`src/sv/rtfp_pkg.sv`:
```
// Shared types, constants and helpers for the radar target frame parser.
// No dependencies; every other file imports this package.
package rtfp_pkg;

    // Frame geometry
    localparam int FRAME_BYTES = 30;
    localparam int IDX_W       = 5;
    localparam int MEM_AW      = IDX_W + 1;
    localparam int MEM_DEPTH   = 2 ** MEM_AW;
    localparam int SLOT_COUNT  = 3;
    localparam int SLOT_FIELDS = 6;

    // Byte positions within a frame
    localparam logic [IDX_W-1:0] IDX_SYNC_A = 5'd0;
    localparam logic [IDX_W-1:0] IDX_SYNC_B = 5'd1;
    localparam logic [IDX_W-1:0] IDX_HDR_C  = 5'd2;
    localparam logic [IDX_W-1:0] IDX_HDR_D  = 5'd3;
    localparam logic [IDX_W-1:0] SLOT_BASE  = 5'd4;
    localparam logic [IDX_W-1:0] IDX_FOOT_A = IDX_W'(FRAME_BYTES - 2);
    localparam logic [IDX_W-1:0] IDX_LAST   = IDX_W'(FRAME_BYTES - 1);

    // Marker bytes
    localparam logic [7:0] SYNC_A = 8'hAA;
    localparam logic [7:0] SYNC_B = 8'hFF;
    localparam logic [7:0] HDR_C  = 8'h03;
    localparam logic [7:0] HDR_D  = 8'h00;
    localparam logic [7:0] FOOT_A = 8'h55;
    localparam logic [7:0] FOOT_B = 8'hCC;
    localparam logic [15:0] MAG_MASK = 16'h7FFF;

    localparam logic [1:0] LAST_SLOT  = 2'(SLOT_COUNT - 1);
    localparam logic [2:0] LAST_FIELD = 3'(SLOT_FIELDS - 1);

    // Decoder sequencer
    typedef enum logic [2:0] {
        DEC_IDLE,
        DEC_READ,
        DEC_WAIT,
        DEC_EVAL,
        DEC_FLUSH
    } dec_state_t;

    // Collector to decoder: a good frame is ready in the given bank
    typedef struct packed {
        logic start;
        logic bank;
    } handoff_t;

    // Sign-magnitude to two's complement; bit 15 set means positive
    function automatic logic signed [15:0] sm_decode(input logic [7:0] lo, input logic [7:0] hi);
        logic [15:0] raw;
        logic [15:0] mag;
        raw = {hi, lo};
        mag = raw & MAG_MASK;
        sm_decode = raw[15] ? $signed(mag) : $signed(16'd0 - mag);
    endfunction

endpackage

```
`src/sv/rtfp_frame_mem.sv`:
```
// Two-bank frame byte store: one write port, one read port, registered read.
// Depends on rtfp_pkg.
module rtfp_frame_mem
    import rtfp_pkg::*;
(
    input  logic              clk,
    input  logic              wr_en,
    input  logic [MEM_AW-1:0] wr_addr,
    input  logic [7:0]        wr_data,
    input  logic              rd_en,
    input  logic [MEM_AW-1:0] rd_addr,
    output logic [7:0]        rd_data
);

    logic [7:0] mem [MEM_DEPTH];
    logic [7:0] rd_data_reg;

    // Write port
    always_ff @(posedge clk)
    begin
        if (wr_en)
        begin
            mem[wr_addr] <= wr_data;
        end
    end

    // Read port, registered
    always_ff @(posedge clk)
    begin
        if (rd_en)
        begin
            rd_data_reg <= mem[rd_addr];
        end
    end

    assign rd_data = rd_data_reg;

endmodule

```
`src/sv/rtfp_collector.sv`:
```
// Sync hunt and frame collection into the byte store; checks header and footer in flight.
// Depends on rtfp_pkg.
module rtfp_collector
    import rtfp_pkg::*;
(
    input  logic              clk,
    input  logic              rst_n,
    input  logic              rx_valid,
    input  logic [7:0]        rx_byte,
    output logic              rx_stall,
    input  logic              dec_busy,
    output logic              wr_en,
    output logic [MEM_AW-1:0] wr_addr,
    output logic [7:0]        wr_data,
    output handoff_t          hand
);

    logic [IDX_W-1:0] fill_reg, fill_next;
    logic             hdr_ok_reg, hdr_ok_next;
    logic             foot_ok_reg, foot_ok_next;
    logic             bank_reg, bank_next;
    handoff_t         hand_reg, hand_next;
    logic             accept;

    // Hold the closing byte while the other bank is still being decoded
    assign rx_stall = (fill_reg == IDX_LAST) && dec_busy;
    assign accept   = rx_valid && !rx_stall;

    assign wr_addr = {bank_reg, fill_reg};
    assign wr_data = rx_byte;
    assign hand    = hand_reg;

    // Collection sequence
    always_comb
    begin
        fill_next       = fill_reg;
        hdr_ok_next     = hdr_ok_reg;
        foot_ok_next    = foot_ok_reg;
        bank_next       = bank_reg;
        hand_next.start = 1'b0;
        hand_next.bank  = bank_reg;
        wr_en           = 1'b0;
        if (accept)
        begin
            if (fill_reg == IDX_SYNC_A)
            begin
                if (rx_byte == SYNC_A)
                begin
                    wr_en     = 1'b1;
                    fill_next = IDX_SYNC_B;
                end
            end
            else if (fill_reg == IDX_SYNC_B)
            begin
                // broken sync drops the byte without re-testing it
                if (rx_byte == SYNC_B)
                begin
                    wr_en     = 1'b1;
                    fill_next = IDX_HDR_C;
                end
                else
                begin
                    fill_next = IDX_SYNC_A;
                end
            end
            else if (fill_reg == IDX_LAST)
            begin
                wr_en     = 1'b1;
                fill_next = IDX_SYNC_A;
                if (hdr_ok_reg && foot_ok_reg && (rx_byte == FOOT_B))
                begin
                    hand_next.start = 1'b1;
                    bank_next       = ~bank_reg;
                end
            end
            else
            begin
                wr_en     = 1'b1;
                fill_next = fill_reg + 5'd1;
                if (fill_reg == IDX_HDR_C)
                begin
                    hdr_ok_next = (rx_byte == HDR_C);
                end
                if (fill_reg == IDX_HDR_D)
                begin
                    hdr_ok_next = hdr_ok_reg && (rx_byte == HDR_D);
                end
                if (fill_reg == IDX_FOOT_A)
                begin
                    foot_ok_next = (rx_byte == FOOT_A);
                end
            end
        end
    end

    // Control registers
    always_ff @(posedge clk or negedge rst_n)
    begin
        if (!rst_n)
        begin
            fill_reg    <= IDX_SYNC_A;
            hdr_ok_reg  <= 1'b0;
            foot_ok_reg <= 1'b0;
            bank_reg    <= 1'b0;
            hand_reg    <= '0;
        end
        else
        begin
            fill_reg    <= fill_next;
            hdr_ok_reg  <= hdr_ok_next;
            foot_ok_reg <= foot_ok_next;
            bank_reg    <= bank_next;
            hand_reg    <= hand_next;
        end
    end

endmodule

```
`src/sv/rtfp_decoder.sv`:
```
// Slot decoder: reads a finished frame bank byte by byte, skips empty slots,
// and drives the result register. Depends on rtfp_pkg.
module rtfp_decoder
    import rtfp_pkg::*;
(
    input  logic               clk,
    input  logic               rst_n,
    input  handoff_t           hand,
    output logic               dec_busy,
    output logic               rd_en,
    output logic [MEM_AW-1:0]  rd_addr,
    input  logic [7:0]         rd_data,
    output logic               tgt_valid,
    input  logic               tgt_stall,
    output logic [1:0]         target_number,
    output logic signed [15:0] pos_x,
    output logic signed [15:0] pos_y,
    output logic signed [15:0] target_speed,
    output logic               has_target,
    output logic               last_of_frame
);

    dec_state_t state_reg, state_next;
    logic       bank_reg, bank_next;
    logic [1:0] slot_reg, slot_next;
    logic [2:0] field_reg, field_next;
    logic       cap_vld_reg, cap_vld_next;
    logic [2:0] cap_idx_reg, cap_idx_next;
    logic [7:0] slot_bytes [SLOT_FIELDS];

    // Result held back until it is known whether it closes the frame
    logic               held_vld_reg, held_vld_next;
    logic [1:0]         held_num_reg;
    logic signed [15:0] held_x_reg, held_y_reg, held_s_reg;
    logic               held_load;

    logic               out_vld_reg, out_vld_next;
    logic [1:0]         out_num_reg;
    logic signed [15:0] out_x_reg, out_y_reg, out_s_reg;
    logic               out_has_reg, out_last_reg;

    logic               out_free;
    logic               push;
    logic               push_last;
    logic               present;
    logic [IDX_W-1:0]   rd_idx;

    assign out_free = !out_vld_reg || !tgt_stall;
    assign present  = (slot_bytes[0] != 8'd0) || (slot_bytes[1] != 8'd0) ||
                      (slot_bytes[2] != 8'd0) || (slot_bytes[3] != 8'd0);
    assign rd_idx   = SLOT_BASE + {slot_reg, 3'b000} + IDX_W'(field_reg);
    assign rd_addr  = {bank_reg, rd_idx};
    assign dec_busy = (state_reg != DEC_IDLE);

    // Sequencer
    always_comb
    begin
        state_next    = state_reg;
        bank_next     = bank_reg;
        slot_next     = slot_reg;
        field_next    = field_reg;
        cap_vld_next  = 1'b0;
        cap_idx_next  = field_reg;
        held_vld_next = held_vld_reg;
        held_load     = 1'b0;
        push          = 1'b0;
        push_last     = 1'b0;
        rd_en         = 1'b0;
        case (state_reg)
            DEC_IDLE:
            begin
                if (hand.start)
                begin
                    bank_next  = hand.bank;
                    slot_next  = 2'd0;
                    field_next = 3'd0;
                    state_next = DEC_READ;
                end
            end
            DEC_READ:
            begin
                rd_en        = 1'b1;
                cap_vld_next = 1'b1;
                if (field_reg == LAST_FIELD)
                begin
                    field_next = 3'd0;
                    state_next = DEC_WAIT;
                end
                else
                begin
                    field_next = field_reg + 3'd1;
                end
            end
            DEC_WAIT:
            begin
                state_next = DEC_EVAL;
            end
            DEC_EVAL:
            begin
                if (!(present && held_vld_reg && !out_free))
                begin
                    if (present)
                    begin
                        push          = held_vld_reg;
                        held_load     = 1'b1;
                        held_vld_next = 1'b1;
                    end
                    if (slot_reg == LAST_SLOT)
                    begin
                        state_next = DEC_FLUSH;
                    end
                    else
                    begin
                        slot_next  = slot_reg + 2'd1;
                        state_next = DEC_READ;
                    end
                end
            end
            DEC_FLUSH:
            begin
                if (out_free)
                begin
                    push          = 1'b1;
                    push_last     = 1'b1;
                    held_vld_next = 1'b0;
                    state_next    = DEC_IDLE;
                end
            end
            default:
            begin
                state_next = DEC_IDLE;
            end
        endcase
    end

    // Result register valid
    always_comb
    begin
        out_vld_next = out_vld_reg && tgt_stall;
        if (push)
        begin
            out_vld_next = 1'b1;
        end
    end

    // Control registers
    always_ff @(posedge clk or negedge rst_n)
    begin
        if (!rst_n)
        begin
            state_reg    <= DEC_IDLE;
            bank_reg     <= 1'b0;
            slot_reg     <= 2'd0;
            field_reg    <= 3'd0;
            cap_vld_reg  <= 1'b0;
            cap_idx_reg  <= 3'd0;
            held_vld_reg <= 1'b0;
            out_vld_reg  <= 1'b0;
        end
        else
        begin
            state_reg    <= state_next;
            bank_reg     <= bank_next;
            slot_reg     <= slot_next;
            field_reg    <= field_next;
            cap_vld_reg  <= cap_vld_next;
            cap_idx_reg  <= cap_idx_next;
            held_vld_reg <= held_vld_next;
            out_vld_reg  <= out_vld_next;
        end
    end

    // Slot byte capture from the read port
    always_ff @(posedge clk)
    begin
        if (cap_vld_reg)
        begin
            slot_bytes[cap_idx_reg] <= rd_data;
        end
    end

    // Held result: decode sign-magnitude on load
    always_ff @(posedge clk)
    begin
        if (held_load)
        begin
            held_num_reg <= slot_reg + 2'd1;
            held_x_reg   <= sm_decode(slot_bytes[0], slot_bytes[1]);
            held_y_reg   <= sm_decode(slot_bytes[2], slot_bytes[3]);
            held_s_reg   <= sm_decode(slot_bytes[4], slot_bytes[5]);
        end
    end

    // Result payload; an empty frame gives an all-zero beat
    always_ff @(posedge clk)
    begin
        if (push)
        begin
            out_last_reg <= push_last;
            out_has_reg  <= held_vld_reg;
            out_num_reg  <= held_vld_reg ? held_num_reg : 2'd0;
            out_x_reg    <= held_vld_reg ? held_x_reg : 16'sd0;
            out_y_reg    <= held_vld_reg ? held_y_reg : 16'sd0;
            out_s_reg    <= held_vld_reg ? held_s_reg : 16'sd0;
        end
    end

    assign tgt_valid     = out_vld_reg;
    assign target_number = out_num_reg;
    assign pos_x         = out_x_reg;
    assign pos_y         = out_y_reg;
    assign target_speed  = out_s_reg;
    assign has_target    = out_has_reg;
    assign last_of_frame = out_last_reg;

endmodule

```
`src/sv/radar_target_frame_parser_unit.sv`:
```
// Top level of the radar target frame parser: collector, two-bank store, slot decoder.
// Depends on rtfp_pkg, rtfp_frame_mem, rtfp_collector, rtfp_decoder.
//
//  channel | beat                                  | handshake
//  --------+---------------------------------------+---------------------
//  rx      | rx_byte                               | rx_valid / rx_stall
//  tgt     | target_number, pos_x, pos_y,          | tgt_valid / tgt_stall
//          | target_speed, has_target, last_of_frame|
//
// One byte is taken per cycle unless rx_stall is high. Frames fill one bank of the
// byte store while the previous good frame is decoded from the other; the decoder
// reads one byte per cycle, six per slot, and a tgt stall can hold it back. rx_stall
// rises only on the closing byte of a frame while the previous frame is still being
// decoded. Reset clears control state only; the store needs no clearing pass, since
// every byte of a good frame is written before it is read.
module radar_target_frame_parser_unit
    import rtfp_pkg::*;
(
    input  logic               clk,
    input  logic               rst_n,
    input  logic               rx_valid,
    output logic               rx_stall,
    input  logic [7:0]         rx_byte,
    output logic               tgt_valid,
    input  logic               tgt_stall,
    output logic [1:0]         target_number,
    output logic signed [15:0] pos_x,
    output logic signed [15:0] pos_y,
    output logic signed [15:0] target_speed,
    output logic               has_target,
    output logic               last_of_frame
);

    logic              wr_en;
    logic [MEM_AW-1:0] wr_addr;
    logic [7:0]        wr_data;
    logic              rd_en;
    logic [MEM_AW-1:0] rd_addr;
    logic [7:0]        rd_data;
    logic              dec_busy;
    handoff_t          hand;

    // Frame collection
    rtfp_collector u_collector (
        .clk      (clk),
        .rst_n    (rst_n),
        .rx_valid (rx_valid),
        .rx_byte  (rx_byte),
        .rx_stall (rx_stall),
        .dec_busy (dec_busy),
        .wr_en    (wr_en),
        .wr_addr  (wr_addr),
        .wr_data  (wr_data),
        .hand     (hand)
    );

    // Byte store
    rtfp_frame_mem u_mem (
        .clk     (clk),
        .wr_en   (wr_en),
        .wr_addr (wr_addr),
        .wr_data (wr_data),
        .rd_en   (rd_en),
        .rd_addr (rd_addr),
        .rd_data (rd_data)
    );

    // Slot decoding and result register
    rtfp_decoder u_decoder (
        .clk           (clk),
        .rst_n         (rst_n),
        .hand          (hand),
        .dec_busy      (dec_busy),
        .rd_en         (rd_en),
        .rd_addr       (rd_addr),
        .rd_data       (rd_data),
        .tgt_valid     (tgt_valid),
        .tgt_stall     (tgt_stall),
        .target_number (target_number),
        .pos_x         (pos_x),
        .pos_y         (pos_y),
        .target_speed  (target_speed),
        .has_target    (has_target),
        .last_of_frame (last_of_frame)
    );

`ifndef SYNTH
    // Collector never writes the bank the decoder is reading
    assert property (@(posedge clk) disable iff (!rst_n)
        (wr_en && rd_en) |-> (wr_addr[MEM_AW-1] != rd_addr[MEM_AW-1]))
        else $error("frame store bank collision");

    // A frame is only handed over to an idle decoder
    assert property (@(posedge clk) disable iff (!rst_n)
        hand.start |-> !dec_busy)
        else $error("frame handed to busy decoder");

    // A beat with no target is always the empty-frame closing beat
    assert property (@(posedge clk) disable iff (!rst_n)
        (tgt_valid && !has_target) |-> (last_of_frame && (target_number == 2'd0)))
        else $error("empty result beat malformed");
`endif

endmodule

```
`config.mk`:
```
export PLATFORM = sky130hd
export DESIGN_NAME = radar_target_frame_parser_unit
export DESIGN_NICKNAME = d
export VERILOG_FILES = /design/src/sv/rtfp_pkg.sv /design/src/sv/rtfp_frame_mem.sv /design/src/sv/rtfp_collector.sv /design/src/sv/rtfp_decoder.sv /design/src/sv/radar_target_frame_parser_unit.sv
export SDC_FILE = /design/constraint.sdc
export NUM_CORES = 1
export LEC_CHECK = 0
export BUFFER_PORTS_ARGS = -buffer_cell sky130_fd_sc_hd__buf_2
export CAP_MARGIN = 20
export CORE_ASPECT_RATIO = 1.5
export CORE_MARGIN = 4
export CORE_UTILIZATION = 60
export CTS_CLUSTER_SIZE = 12
export DETAILED_ROUTE_END_ITERATION = 10
export PLACE_DENSITY = 0.77
export SLEW_MARGIN = 20
export SYNTH_ARGS = -nofsm -noshare
export SYNTH_HDL_FRONTEND = slang
export SYNTH_SLANG_ARGS = --single-unit
```
`constraint.sdc`:
```
create_clock -name clk -period 6.3 [get_ports clk]
set_input_delay 0 -clock clk [delete_from_list [all_inputs] [get_ports clk]]
set_output_delay 0 -clock clk [all_outputs]
set_load 0.05 [all_outputs]
```
==> impl_metrics.env, run 1 <==
export IMPL_status="complete, no violations"
export IMPL_ioPinCount=66
export IMPL_io_buffers=65
export IMPL_drv_slew=0
export IMPL_clockBufferDepth=3
export IMPL_dieWidth_um=183
export IMPL_cts_tree="done"
export IMPL_reg_top3="u_mem.mem: 512 flops, u_decoder.slot_bytes: 48 flops"
export IMPL_start_util_pct=61.1
export IMPL_vias_per_cell=6.54
export IMPL_hold_class="in -> reg"
export IMPL_yosys_warnings=0
export IMPL_synth_area_mux_share_pct=12.8
export IMPL_cts_root_buf="clkbuf_16"
export IMPL_fp_row_count=95
export IMPL_gr_usage_met2_pct=44.5
export IMPL_holdWs_ps=83.8
export IMPL_cp_start_kind="flip-flop"
export IMPL_fin_skew_ps=34.9
export IMPL_p_leak_nw=9.56
export IMPL_tns_ps=0
export IMPL_synth_area_sq_um=27500
export IMPL_clk_latency_ps=600
export IMPL_core_sq_um=45000
export IMPL_cp_required_ps=6610
export IMPL_synth_edf_count=670
export IMPL_dieArea_sq_um=49400
export IMPL_place_inst=2044
export IMPL_grt_antenna_before_repair=1
export IMPL_grt_usage_pct=25.2
export IMPL_tightest_slew_ps=1050
export IMPL_synth_fp_nets=1460
export IMPL_drtPass1Iterations=5
export IMPL_critical_path_slowest_cell="dfrtp_4"
export IMPL_met3_usage_pct=3.88
export IMPL_cts_sinks=695
export IMPL_registers_top_by_ff_count="u_mem.mem"
export IMPL_grt_use_met1_pct=30.1
export IMPL_path_clk_slew_ps=60
export IMPL_synth_top_family_by_area="multiplexers"
export IMPL_final_core_util_pct=67.5
export IMPL_grt_overflow=0
export IMPL_yosysSeqAreaShare_pct=75.4
export IMPL_end_kind="flip-flop"
export IMPL_largest_register_ffs=512
export IMPL_cts_hold_buf=10
export IMPL_synth_ff_type="edfxtp_1"
export IMPL_cts_repair_resized=0
export IMPL_yosys_area_share_simple_pct=5.90
export IMPL_power_density_nw_per_um2=304
export IMPL_postCtsSetupRepairBufs=0
export IMPL_maxSlewHeadroom_pct=29.8
export IMPL_nets=1563
export IMPL_syn_mean_instance_area_sq_um=19.1
export IMPL_grt_pass1_wl_mm=92.2
export IMPL_ctsHtreeMaxLevel=3
export IMPL_wl_mm=60.7
export IMPL_numCtsBuffers=68
export IMPL_synthAdderAreaFrac_pct=0.409
export IMPL_drt_iter0_markers=1601
export IMPL_async_flop_share_pct=3.60
export IMPL_grt_max_degree=69
export IMPL_gp_congestion=0.950
export IMPL_place_ws_ps=2640
export IMPL_fmax_ghz=0.273
export IMPL_synth_ff_latch_count=695
export IMPL_grt_pass1_vias=14500
export IMPL_synth_compound_area_share_pct=2.42
export IMPL_synthXorXnorAreaFrac_pct=1.37
export IMPL_final_setup_worst_slack_ps=2630
export IMPL_syn2layout_area_growth_pct=10.4
export IMPL_max_stage_delay_ps=990
export IMPL_rsz0062_at_grt="false"
export IMPL_busiest_layer="met2"
export IMPL_drt_drc_violations_left=0
export IMPL_ant_nets=0
export IMPL_vias=14000
export IMPL_post_route_min_period_ps=3670
export IMPL_finalHoldViolCount=0
export IMPL_dpl_hpwl_mm=38.5
export IMPL_avgRoutedWirePerCell_um=28.3
export IMPL_path_max_fanout=59
export IMPL_arrival_ps=3970
export IMPL_stdcell_count=2149
export IMPL_n_fill_cell=2776
export IMPL_worstSetupPathType="reg -> reg"
export IMPL_crit_chain="ha_1 -> inv_2 -> mux4_2 -> nor2b_1 -> a311oi_1 -> a21oi_1"
export IMPL_drv_max_cap_violation_count=0
export IMPL_fin_crit_sh_pct=58.2
export IMPL_synth_cells=1439
export IMPL_num_antenna_cells=0
export IMPL_vdd_ir_drop_max_mv=0.223
export IMPL_synth_cell_type_count=65
export IMPL_drive_gt1_share_pct=20.0
export IMPL_die_h_um=270
export IMPL_setup_viol=0
## Yosys cell counts (all sizes together), types with 3 or more instances
library cell / n / area [sq um]
a211o: 4 / 35.0
a211oi: 3 / 22.5
a21o: 5 / 37.5
a21oi: 30 / 150
a221oi: 6 / 52.6
a31oi: 7 / 43.8
and2: 59 / 369
and3: 7 / 43.8
buf: 41 / 299
clkbuf: 24 / 97.6
dfrtp: 25 / 626
edfxtp: 670 / 20100
ha: 9 / 113
inv: 25 / 93.8
mux2: 7 / 78.8
mux2i: 35 / 350
mux4: 136 / 3090
nand2: 33 / 124
nand2b: 5 / 31.3
nand3: 15 / 75.1
nand3b: 5 / 37.5
nand4: 7 / 43.8
nor2: 121 / 454
nor2b: 11 / 68.8
nor3: 18 / 90.1
nor3b: 4 / 30.0
nor4: 14 / 87.6
o211ai: 3 / 22.5
o21ai: 21 / 105
o22ai: 4 / 25.0
or2: 3 / 18.8
or3: 7 / 43.8
or4: 3 / 22.5
xnor2: 8 / 70.1
xor2: 35 / 307
## cell families (layout without fill, tap and decap cells)
group | count (synthesis) | count (layout)
fa+ha+maj | 9 | 9
simple gates | 321 | 321
buf+inv | 90 | 218
xor+xnor | 43 | 43
mux | 178 | 178
flops | 695 | 695
compound gates | 103 | 103
## cell usage in the layout, fill, tap and decap left out, types with 8 or more instances in the layout
master         instances
dlygate4sd3_1         10
xor2_1                35
o21ai_0               20
xnor2_1                8
buf_2                 65
nor2_1               121
and2_1                59
a21oi_1               29
nand3_1               15
clkbuf_1              19
clkbuf_16             71
edfxtp_1             670
buf_4                 22
nor3_1                17
nor4_1                14
dfrtp_1               21
inv_1                 24
ha_1                   9
nand2_1               33
nor2b_1               10
mux4_2               130
mux2i_1               35
## stage by stage
| stage | total power [mW] | area [sq um] |
|---|---|---|
| after global routing | 9.54 | 30400 |
| after CTS | 9.28 | 30400 |
| after global placement | 5.69 | 28400 |
| final | 9.25 | 30400 |
| after floorplan | 5.52 | 27500 |
| after detailed placement | 5.72 | 28400 |
## report_power, final
part	switching (mW)	internal, mW	leakage [nW]	total, mW
clock network	1.57	2.04	0.918	3.61
logic	0.318	0.0990	2.37	0.417
registers	0.0660	5.16	6.27	5.23
## worst paths after layout
kind / start / endpoint / slack (ps) / cells after the start
min in group asynchronous: rst_n / u_decoder.state_reg[0]$_DFFE_PN0P_ / 460 / 3
max in group asynchronous: rst_n / u_decoder.cap_idx_next[0]$_DFFE_PN0P_ / 4320 / 4
min reg2reg: u_collector.hand[0]$_DFF_PN0_ / u_decoder.bank_reg$_DFFE_PN0P_ / 500 / 1
max: u_decoder.cap_idx_next[2]$_DFFE_PN0P_ / u_mem.rd_data[4]$_DFFE_PP_ / 2630 / 6
min: rx_byte[3] / u_mem.mem[51][3]$_DFFE_PP_ / 80 / 2
max reg2reg: u_decoder.cap_idx_next[2]$_DFFE_PN0P_ / u_mem.rd_data[4]$_DFFE_PP_ / 2630 / 6
## metal layers
metal / vias up / share of wire, %
met5: - / 0
met4: 0 / 5.6
met3: 197 / 7.3
met2: 702 / 54
met1: 7225 / 33
li1: 5924 / -
## worst max-delay path, delay by kind of cell, from the launching register on
kind                       cells  cell delay (ps)
DFF                            1              990
AOI/OAI and AO/OA              2              360
and+or+nand+nor                1              150
muxes                          1              590
adders and majority gates      1              610
buffers and inverters          1              640
## cell type report
class                   instances  area, sq um  area share, %
clock buffers                  91         1860           6.13
multi-input cells             654         6320           20.8
flip-flops and latches        695        20800           68.3
inverters                      25         93.8          0.309
clock inverters                 4         22.5         0.0741
well taps                     582          728           2.40
repair buffers                 98          611           2.01
(Power assumes the default switching activity.)
==> run 2, diff against run 1 <==
ABC_AREA = 1   (was default)
clock period = 3.5 ns   (was 6.3 ns; I/O delays follow)
==> run 2 against run 1 <==
Against the previous run: sequential share of layout area fell by 1.8 points; global-route usage up 1.5 points; die area grew 2.8%; clock skew fell by 10 ps; worst hold slack got worse by 46 ps; highest routed layer unchanged.
==> impl_metrics.env, run 2 <==
export IMPL_synth_commonest_cells="edfxtp_1, nand2_1, nor2_1"
export IMPL_p_int_mw=15.2
export IMPL_fp_row_count=97
export IMPL_yosys_warnings=0
export IMPL_stdcell_count=3034
export IMPL_p_seq_share_pct=44.8
export IMPL_vias_per_cell=6.00
export IMPL_rsz0062_at_grt="false"
export IMPL_reg_top3="u_mem.mem: 512 flops, u_decoder.slot_bytes: 48 flops"
export IMPL_maxSlewHeadroom_pct=25.0
export IMPL_cts_sinks=695
export IMPL_tightest_slew_ps=1120
export IMPL_gp_congestion=0.921
export IMPL_grt_max_degree=130
export IMPL_final_common_cell="edfxtp_1"
export IMPL_arrival_ps=3200
export IMPL_synth_area_sq_um=28300
export IMPL_cp_start_kind="flip-flop"
export IMPL_ctsHtreeMaxLevel=3
export IMPL_syn_mean_instance_area_sq_um=12.1
export IMPL_synthAdderAreaFrac_pct=0.398
export IMPL_total_power_mw=23.1
export IMPL_end_kind="flip-flop"
export IMPL_ioPinCount=66
export IMPL_hold_class="in -> async"
export IMPL_start_util_pct=60.6
export IMPL_drt_drc_violations_left=0
export IMPL_postCtsSetupRepairBufs=0
export IMPL_status="complete, no violations"
export IMPL_timing_rr_start="u_collector.fill_reg[0]$_DFFE_PN0P_"
export IMPL_cts_tree="done"
export IMPL_tns_ps=0
export IMPL_fin_crit_sh_pct=85.4
export IMPL_dieArea_sq_um=50800
export IMPL_die_h_um=274
export IMPL_yosysMostFrequentCell="edfxtp_1"
export IMPL_dpl_hpwl_mm=42.7
export IMPL_p_leak_nw=11.0
export IMPL_cts_root_buf="clkbuf_16"
export IMPL_clk_latency_ps=590
export IMPL_vdd_ir_drop_max_mv=0.467
export IMPL_cts_hold_buf=11
export IMPL_holdWs_ps=37.3
export IMPL_finalHoldViolCount=0
export IMPL_switching_share_pct=34.0
export IMPL_rr_worst_depth=9
export IMPL_cts_repair_resized=0
export IMPL_async_flop_share_pct=3.60
export IMPL_synth_cell_type_count=41
export IMPL_cp_required_ps=3710
export IMPL_registers_top_by_ff_count="u_mem.mem"
export IMPL_grt_overflow=0
export IMPL_post_route_min_period_ps=2990
export IMPL_drv_max_cap_violation_count=0
export IMPL_yosysTopAreaCell="edfxtp_1"
export IMPL_fmax_ghz=0.335
export IMPL_wl_mm=67.5
export IMPL_drive_gt1_share_pct=8.65
export IMPL_synth_cells=2337
export IMPL_fin_skew_ps=24.5
export IMPL_avgRoutedWirePerCell_um=22.3
export IMPL_path_max_fanout=14
export IMPL_regArea_sq_um=20800
export IMPL_reg2reg_slack_ps=510
export IMPL_r2r_end="u_mem.mem[36][0]$_DFFE_PP_"
export IMPL_io_buffers=65
export IMPL_synth_area_mux_share_pct=0
export IMPL_yosysSeqAreaShare_pct=73.3
export IMPL_dieWidth_um=185
export IMPL_synth_edf_count=670
export IMPL_drt_iter0_markers=1806
export IMPL_synth_compound_area_share_pct=2.13
export IMPL_nets=2432
export IMPL_n_fill_cell=3225
export IMPL_multiInputGateArea_sq_um=6510
export IMPL_place_inst=2924
export IMPL_synth_top_area_share_pct=71.0
export IMPL_setup_viol=0
export IMPL_ant_nets=0
export IMPL_largest_register_ffs=512
export IMPL_drtPass1Iterations=6
export IMPL_grt_pass1_wl_mm=101
export IMPL_grt_pass1_vias=18000
export IMPL_final_cell_mix="edfxtp_1, nand2_1, nor2_1"
export IMPL_synthXorXnorAreaFrac_pct=1.24
export IMPL_power_density_nw_per_um2=740
export IMPL_path_clk_slew_ps=70
export IMPL_synth_top_family_by_area="simple AND/OR/NAND/NOR gates"
export IMPL_place_ws_ps=523
export IMPL_grt_usage_pct=26.7
export IMPL_grt_antenna_before_repair=1
export IMPL_vias=18200
export IMPL_yosys_area_share_simple_pct=19.1
export IMPL_synth_ff_type="edfxtp_1"
export IMPL_p_switching_mw=7.86
export IMPL_drv_slew=0
export IMPL_numCtsBuffers=68
export IMPL_worstSetupPathType="reg -> reg"
export IMPL_synth_ff_latch_count=695
export IMPL_final_setup_worst_slack_ps=512
export IMPL_synth_area_leaders="edfxtp_1, nand2_1, nor2_1, nand4_1, nand3_1"
export IMPL_clkPwrFrac_pct=28.0
export IMPL_p_comb_share_pct=27.2
export IMPL_synth_fp_nets=2358
export IMPL_clockBufferDepth=3
export IMPL_syn2layout_area_growth_pct=10.2
export IMPL_core_sq_um=46700
run 2: cells by family after synthesis:
kind of cell	after synthesis
compound gates	112
buf+inv	256
simple gates	1225
xor+xnor	40
flops	695
fa+ha+maj	9
run 2: area by class of cell:
class / instances / share of cell area [%]
sequential: 695 / 66.5
antenna: 1 / 0.00802
timing repair buffer: 112 / 2.38
clock buffer: 95 / 6.01
multi-input combinational: 1386 / 20.9
inverter: 148 / 1.80
clock inverter: 3 / 0.0561
tap: 594 / 2.38
run 2: worst max-delay path by stage:
stage	end	start	slack [ps]	cells after the start
after floorplan	u_decoder.has_target$_DFFE_PP_	u_decoder.slot_bytes[0][0]$_DFFE_PP_	520	9
after global placement	u_mem.mem[36][6]$_DFFE_PP_	u_collector.fill_reg[0]$_DFFE_PN0P_	640	9
after detailed placement	u_mem.mem[36][1]$_DFFE_PP_	u_collector.fill_reg[0]$_DFFE_PN0P_	520	9
after CTS	u_mem.mem[36][6]$_DFFE_PP_	u_collector.fill_reg[0]$_DFFE_PN0P_	510	9
after global routing	u_mem.mem[36][6]$_DFFE_PP_	u_collector.fill_reg[0]$_DFFE_PN0P_	310	9
final	u_mem.mem[36][0]$_DFFE_PP_	u_collector.fill_reg[0]$_DFFE_PN0P_	510	9
run 2: per-layer routing:
metal	vias to the layer above	wire (um)	share of wire (%)	GRT usage [%]
met1	8703	22200	33	28.9
met2	985	35200	52	47.3
met3	277	5270	7.8	4.38
met5	-	0	0	0
li1	8245	-	-	-
met4	0	4840	7.2	18.3
run 2: worst max-delay path: stages, from the launching register on:
cell and delay [ps]:
dfrtp_1 480, inv_1 190, ha_1 250, inv_1 140, nor3_2 90, inv_2 120
nor2_4 60, nor2_8 320, nand3_4 330, nor2_1 630
run 2: per-stage QoR:
stage	utilization [%]	area, sq um
finish	66.8	31200
global route	66.8	31200
detailed placement	62.5	29200
floorplan	-	28300
global placement	62.5	29200
CTS	66.8	31200
run 2: power by group through the flow:
stage / clock, mW / combinational (mW) / sequential, mW
2_1_floorplan: 0 / 4.05 / 10.6
3_3_place_gp: 0 / 6.04 / 10.5
3_5_place_dp: 0 / 6.16 / 10.5
4_1_cts: 6.54 / 6.20 / 10.3
5_1_grt: 6.89 / 6.83 / 10.4
6_report: 6.47 / 6.29 / 10.3
==> run 3, diff against run 2 <==
CORE_UTILIZATION = 65   (was 60)
CTS_BUF_LIST = sky130_fd_sc_hd__clkbuf_2 sky130_fd_sc_hd__clkbuf_4 sky130_fd_sc_hd__clkbuf_8   (was default)
PLACE_DENSITY = 0.82   (was 0.77)
==> run 3 against run 2 <==
Against the previous run: worst setup slack better by 70 ps; sequential cell count is the same; global-route usage increased by 3.1 points; design area increased by 0.71%; maximum frequency grew 2.4%; first-iteration DRC count rose by 26%; combinational power about the same; register-to-register slack improved by 70 ps; largest power group unchanged.
==> impl_metrics.env, run 3 (same netlist as run 2, synthesis figures left out) <==
export IMPL_p_leak_nw=11.2
export IMPL_crit_family="simple AND/OR/NAND/NOR gates"
export IMPL_drt_drc_violations_left=0
export IMPL_final_area_sq_um=31400
export IMPL_cts_tree="done"
export IMPL_post_route_min_period_ps=2920
export IMPL_final_common_cell="edfxtp_1"
export IMPL_gp_congestion=0.973
export IMPL_ctsHtreeMaxLevel=3
export IMPL_cp_required_ps=3810
export IMPL_grt_max_degree=92
export IMPL_ioPinCount=66
export IMPL_setup_viol=0
export IMPL_drv_max_cap_violation_count=0
export IMPL_path_max_fanout=14
export IMPL_place_ws_ps=622
export IMPL_vias_per_cell=6.00
export IMPL_registers_top_by_ff_count="u_mem.mem"
export IMPL_end_kind="flip-flop"
export IMPL_io_buffers=65
export IMPL_critPathMostFrequentCell="inv_1"
export IMPL_clk_latency_ps=680
export IMPL_core_sq_um=43100
export IMPL_fmax_ghz=0.343
export IMPL_arrival_ps=3230
export IMPL_cts_repair_resized=0
export IMPL_drt_iter0_markers=2277
export IMPL_maxSlewHeadroom_pct=27.5
export IMPL_grt_antenna_before_repair=1
export IMPL_final_cell_mix="edfxtp_1, nand2_1, nor2_1"
export IMPL_nets=2478
export IMPL_vias=18600
export IMPL_grt_pass1_wl_mm=104
export IMPL_cts_root_buf="clkbuf_8"
export IMPL_dieWidth_um=178
export IMPL_final_setup_worst_slack_ps=582
export IMPL_dieArea_sq_um=47000
export IMPL_worstSetupPathType="reg -> reg"
export IMPL_hold_class="in -> reg"
export IMPL_tightest_slew_ps=1080
export IMPL_drtPass1Iterations=6
export IMPL_tns_ps=0
export IMPL_fp_row_count=93
export IMPL_critical_path_slowest_cell="nor2_1"
export IMPL_start_util_pct=65.8
export IMPL_avgRoutedWirePerCell_um=22.5
export IMPL_vdd_ir_drop_max_mv=0.421
export IMPL_place_area_sq_um=29300
export IMPL_ant_nets=0
export IMPL_die_h_um=264
export IMPL_grt_overflow=0
export IMPL_fin_crit_sh_pct=83.4
export IMPL_status="complete, no violations"
export IMPL_clockBufferDepth=3
export IMPL_crit_buf_inv=3
export IMPL_holdWs_ps=156
export IMPL_cts_sinks=695
export IMPL_drv_slew=0
export IMPL_crit_chain="inv_1 -> ha_1 -> inv_1 -> nor3_2 -> inv_2 -> nor2_4 -> nor2_8 -> nand3_4 -> nor2_1"
export IMPL_finalHoldViolCount=0
export IMPL_grt_usage_pct=29.9
export IMPL_power_density_nw_per_um2=735
export IMPL_drive_gt1_share_pct=12.2
export IMPL_reg_top3="u_mem.mem: 512 flops, u_decoder.slot_bytes: 48 flops"
export IMPL_syn2layout_area_growth_pct=11.0
export IMPL_rsz0062_at_grt="false"
export IMPL_numCtsBuffers=93
export IMPL_wl_mm=69.8
export IMPL_largest_register_ffs=512
export IMPL_cp_start_kind="flip-flop"
export IMPL_grt_pass1_vias=18500
export IMPL_dpl_hpwl_mm=45.4
export IMPL_max_stage_delay_ps=620
export IMPL_fin_skew_ps=30.7
export IMPL_path_clk_slew_ps=70
==> run 3: cell type report <==
class | count | area (sq um)
clock buffer | 121 | 1550
fill | 2709 | 11600
inverter | 148 | 561
antenna | 1 | 2.50
multi-input combinational | 1386 | 6510
clock inverter | 47 | 418
sequential | 695 | 20800
timing repair buffer | 133 | 918
tap | 570 | 713
==> run 3: power breakdown <==
group	internal [mW]	total (mW)	switching [mW]
Clock	3.43	6.38	2.95
Combinational	1.65	6.29	4.64
Sequential	9.93	10.4	0.487
==> run 3: worst paths after layout <==
path | depth (start not counted) | from | slack (ps) | to
max in group asynchronous | 4 | rst_n | 2870 | u_collector.hand[1]$_DFF_PN0_
worst max-delay path | 9 | u_collector.fill_reg[0]$_DFFE_PN0P_ | 580 | u_mem.mem[14][2]$_DFFE_PP_
worst max register to register | 9 | u_collector.fill_reg[0]$_DFFE_PN0P_ | 580 | u_mem.mem[14][2]$_DFFE_PP_
worst min-delay path | 4 | tgt_stall | 160 | u_decoder.tgt_valid$_DFF_PN0_
min in group asynchronous | 4 | rst_n | 410 | u_decoder.cap_vld_reg$_DFF_PN0_
worst min register to register | 0 | u_decoder.slot_bytes[0][0]$_DFFE_PP_ | 460 | u_decoder.held_x_reg[0]$_DFFE_PP_
==> run 3: repair_timing <==
item / 4_1_cts / 5_1_grt
hold buffers: 14 / 0
endpoints found under the hold margin: 154 / 0
endpoints found under the setup margin: 0 / 0
buffers inserted: 0 / 0
==> run 3: routing by layer <==
| layer | GRT usage [%] | up-vias | share of wire, % |
|---|---|---|---|
| met4 | 20.0 | 0 | 7.8 |
| met3 | 5.04 | 287 | 8.3 |
| met1 | 32.8 | 8818 | 32 |
| met2 | 52.5 | 1136 | 52 |
| li1 | - | 8359 | - |
| met5 | 0 | - | 0 |
==> run 3: worst reg2reg max path, delay by kind of cell (launching register included) <==
kind,cells,cell delay [ps]
buf+inv,3,440
flops,1,480
simple gates,5,1400
fa+ha+maj,1,230
==> run 3: through the flow <==
| step | utilization [%] | cells | power [mW] |
|---|---|---|---|
| finish | 73.0 | 3101 | 23.1 |
| global route | 73.0 | 3101 | 24.0 |
| CTS | 73.0 | 3100 | 23.0 |
| detailed placement | 68.1 | 2918 | 16.7 |
| global placement | 68.1 | 2918 | 16.5 |
| floorplan | - | 2337 | 14.7 |
